**src/hdl/gcsc_pkg.sv**
```systemverilog
// ----------------------------------------------------------------------------
// gcsc_pkg
// Shared types and constants for the Gray coordinate stability check unit.
// ----------------------------------------------------------------------------
package gcsc_pkg;

    // Fixed field widths of the request and result items.
    localparam int CODE_W     = 8;
    localparam int NUM_CODES  = 4;
    localparam int AXES       = 2;
    localparam int MAX_BOARDS = 2;
    localparam int CNT_W      = 2;
    localparam int TOL_W      = 8;

    // Tolerance after reset.
    localparam logic [TOL_W-1:0] TOL_RESET = 8'd3;

    typedef logic [CODE_W-1:0] t_pos;

    // One decoded request as it travels through the queue.
    typedef struct packed {
        logic                   oob;
        logic                   board;
        logic                   axis;
        t_pos [NUM_CODES-1:0]   pos;
    } t_item;

    // One result item.
    typedef struct packed {
        logic                   ignored;
        logic                   stable;
        logic [CNT_W-1:0]       passes_done;
        logic                   complete;
        logic [MAX_BOARDS-1:0]  boards_seen;
        t_pos [NUM_CODES-1:0]   pos;
    } t_result;

    // Queue status seen by both sides.
    typedef struct packed {
        logic full;
        logic empty;
    } t_q_stat;

endpackage

```
**src/hdl/gcsc_if.sv**
```systemverilog
// ----------------------------------------------------------------------------
// gcsc_if
// Request and result channel interfaces with valid/ready handshake.
// ----------------------------------------------------------------------------
interface gcsc_in_if;
    logic       valid;
    logic       ready;
    logic       board;
    logic       axis;
    logic [7:0] sensor_code_0;
    logic [7:0] sensor_code_1;
    logic [7:0] sensor_code_2;
    logic [7:0] sensor_code_3;

    modport source (
        output valid, board, axis, sensor_code_0, sensor_code_1,
               sensor_code_2, sensor_code_3,
        input  ready
    );
    modport sink (
        input  valid, board, axis, sensor_code_0, sensor_code_1,
               sensor_code_2, sensor_code_3,
        output ready
    );
endinterface

interface gcsc_out_if;
    logic       valid;
    logic       ready;
    logic       ignored;
    logic       stable;
    logic [1:0] passes_done;
    logic       complete;
    logic [1:0] boards_seen;
    logic [7:0] position_0;
    logic [7:0] position_1;
    logic [7:0] position_2;
    logic [7:0] position_3;

    modport source (
        output valid, ignored, stable, passes_done, complete, boards_seen,
               position_0, position_1, position_2, position_3,
        input  ready
    );
    modport sink (
        input  valid, ignored, stable, passes_done, complete, boards_seen,
               position_0, position_1, position_2, position_3,
        output ready
    );
endinterface

```
**src/hdl/gcsc_front.sv**
```systemverilog
// ----------------------------------------------------------------------------
// gcsc_front
// Request side: accepts requests, decodes the Gray codes and classifies the
// board number before the item enters the queue.
// ----------------------------------------------------------------------------
module gcsc_front #(
    parameter int SENSORS   = 4,
    parameter int BOARDS    = 2,
    parameter int CODE_BITS = 8
) (
    gcsc_in_if.sink           i_req,
    input  gcsc_pkg::t_q_stat i_q_stat,
    output logic              o_push,
    output gcsc_pkg::t_item   o_item
);

    localparam logic HAS_B1 = (BOARDS > 1);

    gcsc_pkg::t_pos [gcsc_pkg::NUM_CODES-1:0] w_codes;
    gcsc_pkg::t_pos [gcsc_pkg::NUM_CODES-1:0] w_masked;
    gcsc_pkg::t_pos [gcsc_pkg::NUM_CODES-1:0] w_bin;

    // Mask each code to the code width, then take the prefix XOR from the top.
    always_comb begin
        w_codes[0] = i_req.sensor_code_0;
        w_codes[1] = i_req.sensor_code_1;
        w_codes[2] = i_req.sensor_code_2;
        w_codes[3] = i_req.sensor_code_3;
        for (int s = 0; s < gcsc_pkg::NUM_CODES; s++) begin
            for (int j = 0; j < gcsc_pkg::CODE_W; j++) begin
                w_masked[s][j] = (j < CODE_BITS) ? w_codes[s][j] : 1'b0;
            end
            for (int j = 0; j < gcsc_pkg::CODE_W; j++) begin
                w_bin[s][j] = ^(w_masked[s] >> j);
            end
            if (s >= SENSORS) begin
                w_bin[s] = '0;
            end
        end
    end

    // Accept whenever the queue has room.
    assign i_req.ready = ~i_q_stat.full;
    assign o_push      = i_req.valid & ~i_q_stat.full;

    // A board number beyond the fitted boards is flagged for the back end.
    always_comb begin
        o_item.oob   = i_req.board & ~HAS_B1;
        o_item.board = i_req.board;
        o_item.axis  = i_req.axis;
        o_item.pos   = w_bin;
    end

endmodule

```
**src/hdl/gcsc_queue.sv**
```systemverilog
// ----------------------------------------------------------------------------
// gcsc_queue
// Two-entry queue between the request side and the update side.
// ----------------------------------------------------------------------------
module gcsc_queue (
    input  logic              i_clk,
    input  logic              i_rst_n,
    input  logic              i_push,
    input  gcsc_pkg::t_item   i_item,
    input  logic              i_pop,
    output gcsc_pkg::t_item   o_item,
    output gcsc_pkg::t_q_stat o_stat
);

    gcsc_pkg::t_item r_mem [2];
    logic            r_wr_ptr;
    logic            r_rd_ptr;
    logic [1:0]      r_count;
    logic            n_wr_ptr;
    logic            n_rd_ptr;
    logic [1:0]      n_count;

    // Pointer and fill count updates.
    always_comb begin
        n_wr_ptr = r_wr_ptr ^ i_push;
        n_rd_ptr = r_rd_ptr ^ i_pop;
        n_count  = r_count + {1'b0, i_push} - {1'b0, i_pop};
    end

    always_ff @(posedge i_clk) begin
        if (!i_rst_n) begin
            r_wr_ptr <= 1'b0;
            r_rd_ptr <= 1'b0;
            r_count  <= 2'd0;
        end else begin
            r_wr_ptr <= n_wr_ptr;
            r_rd_ptr <= n_rd_ptr;
            r_count  <= n_count;
        end
    end

    // Entry storage.
    always_ff @(posedge i_clk) begin
        if (i_push) begin
            r_mem[r_wr_ptr] <= i_item;
        end
    end

    assign o_item       = r_mem[r_rd_ptr];
    assign o_stat.full  = r_count[1];
    assign o_stat.empty = (r_count == 2'd0);

endmodule

```
**src/hdl/gcsc_back.sv**
```systemverilog
// ----------------------------------------------------------------------------
// gcsc_back
// Update side: pass counters, previous-pass positions, stability test,
// board seen flags, tolerance register and the result register.
// ----------------------------------------------------------------------------
module gcsc_back #(
    parameter int PASSES  = 2,
    parameter int SENSORS = 4,
    parameter int BOARDS  = 2
) (
    input  logic                          i_clk,
    input  logic                          i_rst_n,
    input  logic                          i_cfg_we,
    input  logic [gcsc_pkg::TOL_W-1:0]    i_cfg_wdata,
    input  gcsc_pkg::t_q_stat             i_q_stat,
    input  gcsc_pkg::t_item               i_item,
    output logic                          o_pop,
    gcsc_out_if.source                    o_res
);

    localparam int SLOTS = BOARDS * gcsc_pkg::AXES;
    localparam int IDX_W = $clog2(SLOTS);
    localparam logic [gcsc_pkg::CNT_W-1:0] PASS_LIM = gcsc_pkg::CNT_W'(PASSES);

    logic [gcsc_pkg::TOL_W-1:0]                 r_tol;
    logic [gcsc_pkg::CNT_W-1:0]                 r_cnt  [SLOTS];
    logic [SENSORS-1:0][gcsc_pkg::CODE_W-1:0]   r_prev [SLOTS];
    logic [BOARDS-1:0]                          r_seen;
    logic                                       r_out_vld;
    gcsc_pkg::t_result                          r_res;

    logic [1:0]                                 w_slot;
    logic [IDX_W-1:0]                           w_idx;
    logic [gcsc_pkg::CNT_W-1:0]                 w_cnt;
    logic                                       w_full_pass;
    logic [SENSORS-1:0]                         w_bad;
    gcsc_pkg::t_pos                             w_diff [SENSORS];
    logic                                       w_stable;
    logic [gcsc_pkg::CNT_W-1:0]                 w_next_cnt;
    logic [BOARDS-1:0]                          n_seen;
    logic                                       w_upd;
    gcsc_pkg::t_result                          n_res;

    // Take the next item when the result register is free or being drained.
    assign o_pop = ~i_q_stat.empty & (~r_out_vld | o_res.ready);

    // Counter lookup for the addressed board and axis.
    always_comb begin
        w_slot      = {i_item.board, i_item.axis};
        w_idx       = w_slot[IDX_W-1:0];
        w_cnt       = r_cnt[w_idx];
        w_full_pass = (w_cnt >= PASS_LIM);
    end

    // Per-sensor distance to the previous pass against the tolerance.
    always_comb begin
        for (int s = 0; s < SENSORS; s++) begin
            if (r_prev[w_idx][s] > i_item.pos[s]) begin
                w_diff[s] = r_prev[w_idx][s] - i_item.pos[s];
            end else begin
                w_diff[s] = i_item.pos[s] - r_prev[w_idx][s];
            end
            w_bad[s] = (w_diff[s] > r_tol);
        end
        w_stable   = (w_cnt == '0) | ~(|w_bad);
        w_next_cnt = w_stable ? (w_cnt + 1'b1) : '0;
    end

    // Seen flags after this request.
    always_comb begin
        for (int i = 0; i < BOARDS; i++) begin
            n_seen[i] = r_seen[i] | (~i_item.oob & (i_item.board == 1'(i)));
        end
    end

    // Counter and position store are written only for a live board and axis that has not completed its passes.
    assign w_upd = o_pop & ~i_item.oob & ~w_full_pass;

    // Result assembly.
    always_comb begin
        n_res.boards_seen = gcsc_pkg::MAX_BOARDS'(n_seen);
        n_res.pos         = i_item.pos;
        if (i_item.oob) begin
            n_res.ignored     = 1'b1;
            n_res.stable      = 1'b0;
            n_res.passes_done = '0;
            n_res.complete    = 1'b0;
        end else if (w_full_pass) begin
            n_res.ignored     = 1'b1;
            n_res.stable      = 1'b0;
            n_res.passes_done = w_cnt;
            n_res.complete    = 1'b1;
        end else begin
            n_res.ignored     = 1'b0;
            n_res.stable      = w_stable;
            n_res.passes_done = w_next_cnt;
            n_res.complete    = (w_next_cnt >= PASS_LIM);
        end
    end

    // Control state.
    always_ff @(posedge i_clk) begin
        if (!i_rst_n) begin
            r_tol     <= gcsc_pkg::TOL_RESET;
            r_seen    <= BOARDS'(1);
            r_out_vld <= 1'b0;
            for (int k = 0; k < SLOTS; k++) begin
                r_cnt[k] <= '0;
            end
        end else begin
            if (i_cfg_we) begin
                r_tol <= i_cfg_wdata;
            end
            if (o_pop) begin
                r_seen <= n_seen;
            end
            if (w_upd) begin
                r_cnt[w_idx] <= w_next_cnt;
            end
            if (o_pop) begin
                r_out_vld <= 1'b1;
            end else if (o_res.ready) begin
                r_out_vld <= 1'b0;
            end
        end
    end

    // Payload: latest pass positions and the result register.
    always_ff @(posedge i_clk) begin
        if (w_upd) begin
            for (int s = 0; s < SENSORS; s++) begin
                r_prev[w_idx][s] <= i_item.pos[s];
            end
        end
        if (o_pop) begin
            r_res <= n_res;
        end
    end

    // Result channel.
    always_comb begin
        o_res.valid       = r_out_vld;
        o_res.ignored     = r_res.ignored;
        o_res.stable      = r_res.stable;
        o_res.passes_done = r_res.passes_done;
        o_res.complete    = r_res.complete;
        o_res.boards_seen = r_res.boards_seen;
        o_res.position_0  = r_res.pos[0];
        o_res.position_1  = r_res.pos[1];
        o_res.position_2  = r_res.pos[2];
        o_res.position_3  = r_res.pos[3];
    end

endmodule

```
**src/hdl/gray_coordinate_stability_check_unit.sv**
```systemverilog
// ----------------------------------------------------------------------------
// gray_coordinate_stability_check_unit
// Top level of the Gray coordinate stability check.
// ----------------------------------------------------------------------------
// Usage:
// - i_req carries one calibration request: board, axis and four Gray codes.
//   It is accepted when valid and ready are both high at a rising edge.
// - o_res carries one result per request, in request order.
// - i_cfg_we / i_cfg_wdata write the tolerance; write it only while idle.
// - A request accepted at i_req is written into the queue, then into the
//   result register when it is popped, and shows on o_res from there on.
// - Throughput is one request per cycle while the receiver takes results,
//   set by the counter read-compare-write in the update stage.
// - A two-entry queue sits between the request and update sides, so i_req
//   stays ready while a finished result waits in the output register.
// - When the receiver stalls, the result holds and the queue fills; i_req
//   drops ready after two further requests.
// - Synchronous active-low reset clears counters, sets the seen flag of
//   board 0, restores tolerance 3 and empties the queue and output.
// ----------------------------------------------------------------------------
module gray_coordinate_stability_check_unit #(
    parameter int PASSES    = 2,
    parameter int SENSORS   = 4,
    parameter int BOARDS    = 2,
    parameter int CODE_BITS = 8
) (
    input  logic                       i_clk,
    input  logic                       i_rst_n,
    input  logic                       i_cfg_we,
    input  logic [gcsc_pkg::TOL_W-1:0] i_cfg_wdata,
    gcsc_in_if.sink                    i_req,
    gcsc_out_if.source                 o_res
);

    logic              w_push;
    logic              w_pop;
    gcsc_pkg::t_item   w_in_item;
    gcsc_pkg::t_item   w_q_item;
    gcsc_pkg::t_q_stat w_q_stat;

    // Request side: decode and classify.
    gcsc_front #(
        .SENSORS   (SENSORS),
        .BOARDS    (BOARDS),
        .CODE_BITS (CODE_BITS)
    ) u_front (
        .i_req    (i_req),
        .i_q_stat (w_q_stat),
        .o_push   (w_push),
        .o_item   (w_in_item)
    );

    // Queue between the two sides.
    gcsc_queue u_queue (
        .i_clk   (i_clk),
        .i_rst_n (i_rst_n),
        .i_push  (w_push),
        .i_item  (w_in_item),
        .i_pop   (w_pop),
        .o_item  (w_q_item),
        .o_stat  (w_q_stat)
    );

    // Update side: counters, stability test and result register.
    gcsc_back #(
        .PASSES  (PASSES),
        .SENSORS (SENSORS),
        .BOARDS  (BOARDS)
    ) u_back (
        .i_clk       (i_clk),
        .i_rst_n     (i_rst_n),
        .i_cfg_we    (i_cfg_we),
        .i_cfg_wdata (i_cfg_wdata),
        .i_q_stat    (w_q_stat),
        .i_item      (w_q_item),
        .o_pop       (w_pop),
        .o_res       (o_res)
    );

endmodule

```
**src/flat_wrapper.sv**
```systemverilog
// flat-port wrapper written by rule: the top's interface ports become plain ports
module gray_coordinate_stability_check_unit_flat 
#(
    parameter int PASSES    = 2,
    parameter int SENSORS   = 4,
    parameter int BOARDS    = 2,
    parameter int CODE_BITS = 8
)
  (i_clk, i_rst_n, i_cfg_we, i_cfg_wdata, i_req_valid, i_req_board, i_req_axis, i_req_sensor_code_0, i_req_sensor_code_1, i_req_sensor_code_2, i_req_sensor_code_3, i_req_ready, o_res_valid, o_res_ignored, o_res_stable, o_res_passes_done, o_res_complete, o_res_boards_seen, o_res_position_0, o_res_position_1, o_res_position_2, o_res_position_3, o_res_ready);
  gcsc_in_if i_req_i ();
  gcsc_out_if o_res_i ();
  input  logic i_clk;
  input  logic i_rst_n;
  input  logic i_cfg_we;
  input  logic [gcsc_pkg::TOL_W-1:0] i_cfg_wdata;
  input wire logic [$bits(i_req_i.valid)-1:0] i_req_valid;
  input wire logic [$bits(i_req_i.board)-1:0] i_req_board;
  input wire logic [$bits(i_req_i.axis)-1:0] i_req_axis;
  input wire logic [$bits(i_req_i.sensor_code_0)-1:0] i_req_sensor_code_0;
  input wire logic [$bits(i_req_i.sensor_code_1)-1:0] i_req_sensor_code_1;
  input wire logic [$bits(i_req_i.sensor_code_2)-1:0] i_req_sensor_code_2;
  input wire logic [$bits(i_req_i.sensor_code_3)-1:0] i_req_sensor_code_3;
  output wire logic [$bits(i_req_i.ready)-1:0] i_req_ready;
  output wire logic [$bits(o_res_i.valid)-1:0] o_res_valid;
  output wire logic [$bits(o_res_i.ignored)-1:0] o_res_ignored;
  output wire logic [$bits(o_res_i.stable)-1:0] o_res_stable;
  output wire logic [$bits(o_res_i.passes_done)-1:0] o_res_passes_done;
  output wire logic [$bits(o_res_i.complete)-1:0] o_res_complete;
  output wire logic [$bits(o_res_i.boards_seen)-1:0] o_res_boards_seen;
  output wire logic [$bits(o_res_i.position_0)-1:0] o_res_position_0;
  output wire logic [$bits(o_res_i.position_1)-1:0] o_res_position_1;
  output wire logic [$bits(o_res_i.position_2)-1:0] o_res_position_2;
  output wire logic [$bits(o_res_i.position_3)-1:0] o_res_position_3;
  input wire logic [$bits(o_res_i.ready)-1:0] o_res_ready;
  assign i_req_i.valid = i_req_valid;
  assign i_req_i.board = i_req_board;
  assign i_req_i.axis = i_req_axis;
  assign i_req_i.sensor_code_0 = i_req_sensor_code_0;
  assign i_req_i.sensor_code_1 = i_req_sensor_code_1;
  assign i_req_i.sensor_code_2 = i_req_sensor_code_2;
  assign i_req_i.sensor_code_3 = i_req_sensor_code_3;
  assign i_req_ready = i_req_i.ready;
  assign o_res_valid = o_res_i.valid;
  assign o_res_ignored = o_res_i.ignored;
  assign o_res_stable = o_res_i.stable;
  assign o_res_passes_done = o_res_i.passes_done;
  assign o_res_complete = o_res_i.complete;
  assign o_res_boards_seen = o_res_i.boards_seen;
  assign o_res_position_0 = o_res_i.position_0;
  assign o_res_position_1 = o_res_i.position_1;
  assign o_res_position_2 = o_res_i.position_2;
  assign o_res_position_3 = o_res_i.position_3;
  assign o_res_i.ready = o_res_ready;
  gray_coordinate_stability_check_unit #(.PASSES(PASSES), .SENSORS(SENSORS), .BOARDS(BOARDS), .CODE_BITS(CODE_BITS)) u_core (.i_clk(i_clk), .i_rst_n(i_rst_n), .i_cfg_we(i_cfg_we), .i_cfg_wdata(i_cfg_wdata), .i_req(i_req_i), .o_res(o_res_i));
endmodule
```
**config.mk**
```make
export PLATFORM = sky130hd
export DESIGN_NAME = gray_coordinate_stability_check_unit_flat
export DESIGN_NICKNAME = d
export VERILOG_FILES = /design/src/hdl/gcsc_pkg.sv /design/src/hdl/gcsc_if.sv /design/src/hdl/gcsc_front.sv /design/src/hdl/gcsc_queue.sv /design/src/hdl/gcsc_back.sv /design/src/hdl/gray_coordinate_stability_check_unit.sv /design/src/flat_wrapper.sv
export SDC_FILE = /design/constraint.sdc
export NUM_CORES = 1
export LEC_CHECK = 0
export BUFFER_PORTS_ARGS = -buffer_cell sky130_fd_sc_hd__buf_2
export CAP_MARGIN = 20
export CORE_UTILIZATION = 36
export DETAILED_ROUTE_END_ITERATION = 7
export GPL_ROUTABILITY_DRIVEN = 1
export PLACE_DENSITY = 0.56
export RECOVER_POWER = 25
export SLEW_MARGIN = 20
export SYNTH_ARGS = -nofsm -noshare
export SYNTH_HDL_FRONTEND = slang
export SYNTH_SLANG_ARGS = --single-unit
```
**constraint.sdc**
```tcl
create_clock -name i_clk -period 6.8 [get_ports i_clk]
set_input_delay 0.34 -clock i_clk [delete_from_list [all_inputs] [get_ports i_clk]]
set_output_delay 0.34 -clock i_clk [all_outputs]
set_load 0.05 [all_outputs]
```
Word level (Yosys, flattened, before mapping)

Memories as Yosys holds them, arrays and structs flattened. A register that Yosys moved wholly into a read port is not among the register bits.
Cells that the tools add are included.

Register bits: 54
Bits in latches: 0
RAM bits: 204
Bits in read-only memories: 0
Input port bits: 47
Output and inout port bits: 41
Logic and storage cells: 115
Memories: 3

Memory list:

| name                 | words | bits a word | read ports | clocked after Yosys merged registers in | write ports | line             | source |
|---|---|---|---|---|---|---|---|
| u_core.u_back.r_prev | 4     | 32          | 1          | 0                                       | 1           | gcsc_back.sv:27  | `logic [SENSORS-1:0][gcsc_pkg::CODE_W-1:0] r_prev [SLOTS];` |
| u_core.u_queue.r_mem | 2     | 34          | 1          | 1                                       | 1           | gcsc_queue.sv:15 | `gcsc_pkg::t_item r_mem [2];` |
| u_core.u_back.r_cnt  | 4     | 2           | 1          | 0                                       | 4           | gcsc_back.sv:26  | `logic [gcsc_pkg::CNT_W-1:0] r_cnt [SLOTS];` |

Add/sub/neg operators: 11
Multipliers: 0
Div/mod/pow operators: 0
Magnitude comparators: 10
Eq/ne operators: 0
Shifts and indexed selects: 0
Multiplexer cells: 19
Bitwise operators: 19
Reduce and logical (&&, ||, !) cells: 38

Operators by type and width:

| kind                                                     | number |
|---|---|
| XOR reduction 8 bit                                      | 32 |
| > comparator 8 bit                                       | 8 |
| subtractor 8 bit                                         | 8 |
| two-way mux 8 bit                                        | 4 |
| two-way mux 1 bit                                        | 11 |
| AND 1 bit                                                | 6 |
| two-way mux 2 bit                                        | 3 |
| inverter 1 bit                                           | 6 |
| two-way mux 5 bit                                        | 1 |
| greater-or-equal comparator 2 bit, second input constant | 2 |
| logical NOT 2 bit                                        | 2 |
| OR 1 bit                                                 | 4 |
| OR reduction 2 bit                                       | 2 |
| OR reduction 4 bit                                       | 1 |
| adder 2 x 1 -> 2 bit                                     | 1 |
| adder 2 x 1 -> 2 bit, second input constant              | 1 |
| nonzero test 2 bit                                       | 1 |
| subtractor 2 x 1 -> 2 bit                                | 1 |
| bitwise XOR 1 bit                                        | 2 |
| inverter 1 bit, first input constant                     | 1 |

Longest topological paths before layout

Depth in word-level cells: 10
Mapped depth: 23
Mapped depth without buffers: 18

By module

From an unflattened synthesis, not the netlist that was laid out.

Cells, all modules: 901
Area total of the unflattened synthesis: 13441.6 um^2

By module, submodules not included:

| module     | times used | cells each | area each (um^2) | seq. area each (um^2) |
|---|---|---|---|---|
| gcsc_back  | 1          | 725        | 9989.6           | 5475.3 |
| gcsc_queue | 1          | 130        | 2915.3           | 2202.1 |
| gcsc_front | 1          | 46         | 536.8            | 0.0 |

Worst setup path before layout

OpenSTA, ideal clock, no wires.

Path type: reg-to-reg
From: register u_core.u_back.r_out_vld (netlist: u_core.u_back.o_res.valid)
To: memory u_core.u_back.r_cnt[3][0] (netlist name) (enable)
Library setup time: 308 ps
Arrival: 4654 ps
Data required time: 6492 ps
Path slack: 1838 ps
Stages on the path, launching flop included: 6
Period minus slack after synthesis: 4962 ps
Cells stage by stage: dfxtp_1 nor2b_1 or2_2 clkbuf_1 nor4_1 nand2b_1

RTL lines:

| element                  | line             | source |
|---|---|---|
| start: declaration       | gcsc_back.sv:29  | `logic r_out_vld;` |
| start signal: assignment | gcsc_back.sv:106 | `r_out_vld <= 1'b0;` |
| start signal: assignment | gcsc_back.sv:121 | `r_out_vld <= 1'b1;` |
| start signal: assignment | gcsc_back.sv:123 | `r_out_vld <= 1'b0;` |
| end: declaration         | gcsc_back.sv:26  |  |

==> run summary <==
======================================================================================
Clk Tree Root Cell                                                        sky130_fd_sc_hd__clkbuf_16
Starting utilization of the core area                                            36.5%
Setup TNS after final layout                                                      0 ns
Count of nets left with antenna violations after detail routing                      0
Setup violations, final                                                              0
Die area                                                                     37800 um2
Setup Buffers After CTS                                                              0
Largest fanout of any net on the critical path                                      16
Critical path required time                                                    7.15 ns
Post-synth EDFFs                                                                   243
Final Hold Violating Endpoints                                                       0
Layout overhead on the synthesized area                                          13.7%
Maximum clock insertion buffer count                                                 3
Count of pins on the block boundary                                                 88
Most used DFF post-synth                                                  sky130_fd_sc_hd__edfxtp_1
Drt wl/cell                                                                    17.8 um
Post-detailed-routing wire length                                             28100 um
Clock latency reported for the late side of the worst-skew pair                0.54 ns
Worst reg2reg endpoint                                                    u_core.u_back.r_cnt[1][1]
Synthesized area                                                             13300 um2
FMAX                                                                           182 MHz
Max-cap viol count                                                                   0
Antenna Cells                                                                        0
Final Max Slew Viols                                                                 0
Chip width                                                                      194 um
Row count                                                                           70
Global-route wire length before repair                                        44300 um
Hold-fix buffers at CTS                                                              3
Setup skew after layout                                                     0.00963 ns
Arrival @ worst endpoint                                                       5.83 ns
Mean Syn Cell Area                                                            13.4 um2
Critical path start-end classification                                      reg -> reg
Number of DRC violations after detailed-routing iteration 0                        338
NumNets Final                                                                     1241
Fillers                                                                           3390
Post-route DRC                                                                       0
Core region area                                                             36500 um2
Count of buffers inserted at the top-level ports                                    87
Unrepaired setup endpoints after global routing                                  false
Clock slew at the register clock pins of the worst setup and hold paths        0.06 ns
Num Clock Sinks                                                                    259
Outcome                                                                   complete, no violations
Global routing usage summed across all routing layers                            14.9%
TritonCTS Buffers                                                                   29
Capture point of the critical path                                        u_core.u_back.r_cnt[1][1]
Antenna violations before repair                                                     0
Resized cells post-CTS                                                               0
Final critical path time including I/O delays and setup                        5.48 ns
Setup slack of the worst register-to-register path                             1.32 ns
Half-perimeter wire length of the detailed placement result                   19000 um
Htree depth                                                                          1
Least-Margin Pin Slew                                                          1.24 ns
Worst Reg-to-Reg Cells                                                              17
First drt pass iteration count                                                       5
Async set or reset register ratio after synthesis                                   0%
Clock tree from TritonCTS                                                          yes
Number of nets produced by synthesis                                              1143
Fraction of final layout cells with drive strength greater than 1                12.4%
Vias in the first global route                                                    8016
Register area share after synthesis                                              57.2%
Global placer's final weighted congestion                                        0.842
Largest area contributor in the synthesized netlist                       sky130_fd_sc_hd__edfxtp_1
Number of synthesized register bits                                                259
Share of the synthesized area in the top cell type                               54.8%
Worst hold-check path type                                                   in -> reg
Worst relative slew slack                                                        17.1%
Total number of vias                                                              7804
Synth area leaders                                                        sky130_fd_sc_hd__edfxtp_1 (55%), sky130_fd_sc_hd__mux2i_1 (9.2%), sky130_fd_sc_hd__ha_1 (9.1%)
Type of element launching the critical path                                  flip-flop
Unique masters post-synth                                                           60
Y dimension of the die                                                          194 um
Yosys warning count                                                                  0
Kind of capture point of the worst setup path                                flip-flop
Synthesized netlist cell count                                                     991
Total congestion overflow after global routing                                       0
Share of the clock period used by the worst path                                 80.7%
Post-detailed-route via-to-cell ratio                                             4.95
Pin count of the biggest net entering global routing                                46
======================================================================================
==> registers in the layout, summed over array words and instances, names as in the netlist, 8 cells and up, named ones only <==
| name | count |
|---|---|
| u_core.u_back.o_res.position_2 | 8 |
| u_core.u_back.r_cnt | 8 |
| u_core.u_back.o_res.position_3 | 8 |
| u_core.u_back.r_tol | 8 |
| u_core.u_back.o_res.position_1 | 8 |
| u_core.u_queue.r_mem | 68 |
| u_core.u_back.r_prev | 128 |
| u_core.u_back.o_res.position_0 | 8 |
==> worst min-delay path by stage <==
stage,start,endpoint,slack [ns],depth (start not counted)
4_1_cts,i_req_sensor_code_1[7],u_core.u_queue.r_mem[1][15],0.0002,1
3_3_place_gp,u_core.u_back.r_seen[0],u_core.u_back.r_seen[0],0.42,1
5_1_grt,i_cfg_wdata[0],u_core.u_back.r_tol[0],0.02,3
2_1_floorplan,u_core.u_back.r_seen[0],u_core.u_back.r_seen[0],0.41,1
6_report,i_cfg_wdata[0],u_core.u_back.r_tol[0],0.02,3
3_5_place_dp,u_core.u_back.r_seen[0],u_core.u_back.r_seen[0],0.42,1
==> synth_stat cells, types with 7 or more instances <==
| cell | instances |
|---|---|
| sky130_fd_sc_hd__a21o_1 | 7 |
| sky130_fd_sc_hd__xor2_1 | 28 |
| sky130_fd_sc_hd__clkbuf_1 | 10 |
| sky130_fd_sc_hd__nor2_1 | 17 |
| sky130_fd_sc_hd__nand2b_1 | 10 |
| sky130_fd_sc_hd__edfxtp_1 | 243 |
| sky130_fd_sc_hd__a211oi_1 | 7 |
| sky130_fd_sc_hd__nand3_1 | 12 |
| sky130_fd_sc_hd__dfxtp_1 | 16 |
| sky130_fd_sc_hd__nor2b_1 | 24 |
| sky130_fd_sc_hd__a21oi_1 | 37 |
| sky130_fd_sc_hd__a31oi_1 | 11 |
| sky130_fd_sc_hd__nor3_1 | 7 |
| sky130_fd_sc_hd__ha_1 | 97 |
| sky130_fd_sc_hd__nand2_1 | 43 |
| sky130_fd_sc_hd__mux2_2 | 24 |
| sky130_fd_sc_hd__nand4_1 | 12 |
| sky130_fd_sc_hd__inv_1 | 101 |
| sky130_fd_sc_hd__o21ai_0 | 30 |
| sky130_fd_sc_hd__xnor2_1 | 23 |
| sky130_fd_sc_hd__fa_1 | 8 |
| sky130_fd_sc_hd__buf_2 | 14 |
| sky130_fd_sc_hd__mux2i_1 | 122 |
==> layout make-up <==
| class | count | area [um2] | area share (%) |
|---|---|---|---|
| sequential | 259 | 7620 | 50.3 |
| multi-input combinational | 599 | 5200 | 34.3 |
| clock buffer | 35 | 748 | 4.94 |
| tap | 468 | 586 | 3.87 |
| timing repair buffer | 99 | 503 | 3.32 |
| inverter | 101 | 379 | 2.50 |
| clock inverter | 17 | 116 | 0.768 |
==> metal layers <==
layer	part of all wire [%]	track usage [%]	routed length [um]
met5	0	0	0
met4	2.3	3.79	647
met3	2.9	2.01	812
met2	50	26.4	14000
met1	45	19.2	12600
==> through the flow <==
stage | hold WS [ns] | setup WS, ns | util, % | cells | instance area (um2)
3_3_place_gp | 0.422 | 1.63 | 39.1 | 1523 | 14300
4_1_cts | 0.000185 | 1.42 | 41.6 | 1578 | 15200
3_5_place_dp | 0.424 | 1.49 | 39.1 | 1523 | 14300
5_1_grt | 0.0241 | 0.811 | 41.5 | 1578 | 15100
6_report | 0.0238 | 1.32 | 41.5 | 1578 | 15100
2_1_floorplan | 0.407 | 1.84 | - | 991 | 13300
==> logic make-up after synthesis <==
| kind of cell | after synthesis | share of synthesized area (%) |
|---|---|---|
| AO/OA/AOI/OAI | 134 | 6.77 |
| AND/OR/NAND/NOR | 158 | 6.25 |
| XOR/XNOR | 55 | 4.03 |
| flip-flops | 259 | 57.2 |
| buffers and inverters | 133 | 4.08 |
| adder cells (fa/ha/maj) | 105 | 10.3 |
| multiplexers | 147 | 11.4 |
==> worst max-delay path, cell delays in order, from the launching register on <==
cell,delay [ns]
sky130_fd_sc_hd__dfxtp_1,0.38
sky130_fd_sc_hd__clkbuf_1,0.93
sky130_fd_sc_hd__mux2i_1,0.51
sky130_fd_sc_hd__inv_1,0.27
sky130_fd_sc_hd__fa_1,0.49
sky130_fd_sc_hd__nand3b_1,0.19
sky130_fd_sc_hd__a21oi_1,0.28
sky130_fd_sc_hd__o21ai_4,0.15
sky130_fd_sc_hd__mux2i_1,0.25
sky130_fd_sc_hd__o221ai_1,0.15
sky130_fd_sc_hd__xor2_1,0.17
sky130_fd_sc_hd__ha_1,0.31
sky130_fd_sc_hd__nand4_1,0.12
sky130_fd_sc_hd__or2_2,0.31
sky130_fd_sc_hd__o21ai_0,0.11
sky130_fd_sc_hd__a41oi_1,0.15
sky130_fd_sc_hd__buf_4,0.20
sky130_fd_sc_hd__nor4_1,0.29
==> cell usage in the layout, fill, tap and decap left out, types with 8 or more instances in the layout <==
| master | n |
|---|---|
| sky130_fd_sc_hd__nand4_1 | 12 |
| sky130_fd_sc_hd__mux2i_1 | 121 |
| sky130_fd_sc_hd__a21oi_1 | 37 |
| sky130_fd_sc_hd__clkbuf_1 | 48 |
| sky130_fd_sc_hd__nand3_1 | 12 |
| sky130_fd_sc_hd__ha_1 | 95 |
| sky130_fd_sc_hd__nand2_1 | 43 |
| sky130_fd_sc_hd__edfxtp_1 | 243 |
| sky130_fd_sc_hd__clkbuf_16 | 29 |
| sky130_fd_sc_hd__buf_2 | 46 |
| sky130_fd_sc_hd__nand2b_1 | 10 |
| sky130_fd_sc_hd__fa_1 | 8 |
| sky130_fd_sc_hd__mux2_2 | 19 |
| sky130_fd_sc_hd__inv_1 | 97 |
| sky130_fd_sc_hd__xor2_1 | 28 |
| sky130_fd_sc_hd__xnor2_1 | 23 |
| sky130_fd_sc_hd__nor2b_1 | 24 |
| sky130_fd_sc_hd__a31oi_1 | 11 |
| sky130_fd_sc_hd__nor2_1 | 17 |
| sky130_fd_sc_hd__dfxtp_1 | 16 |
| sky130_fd_sc_hd__o21ai_0 | 30 |
Power is not shown: default switching activity piles up to over one toggle a cycle in this logic, so the estimate is an artifact.
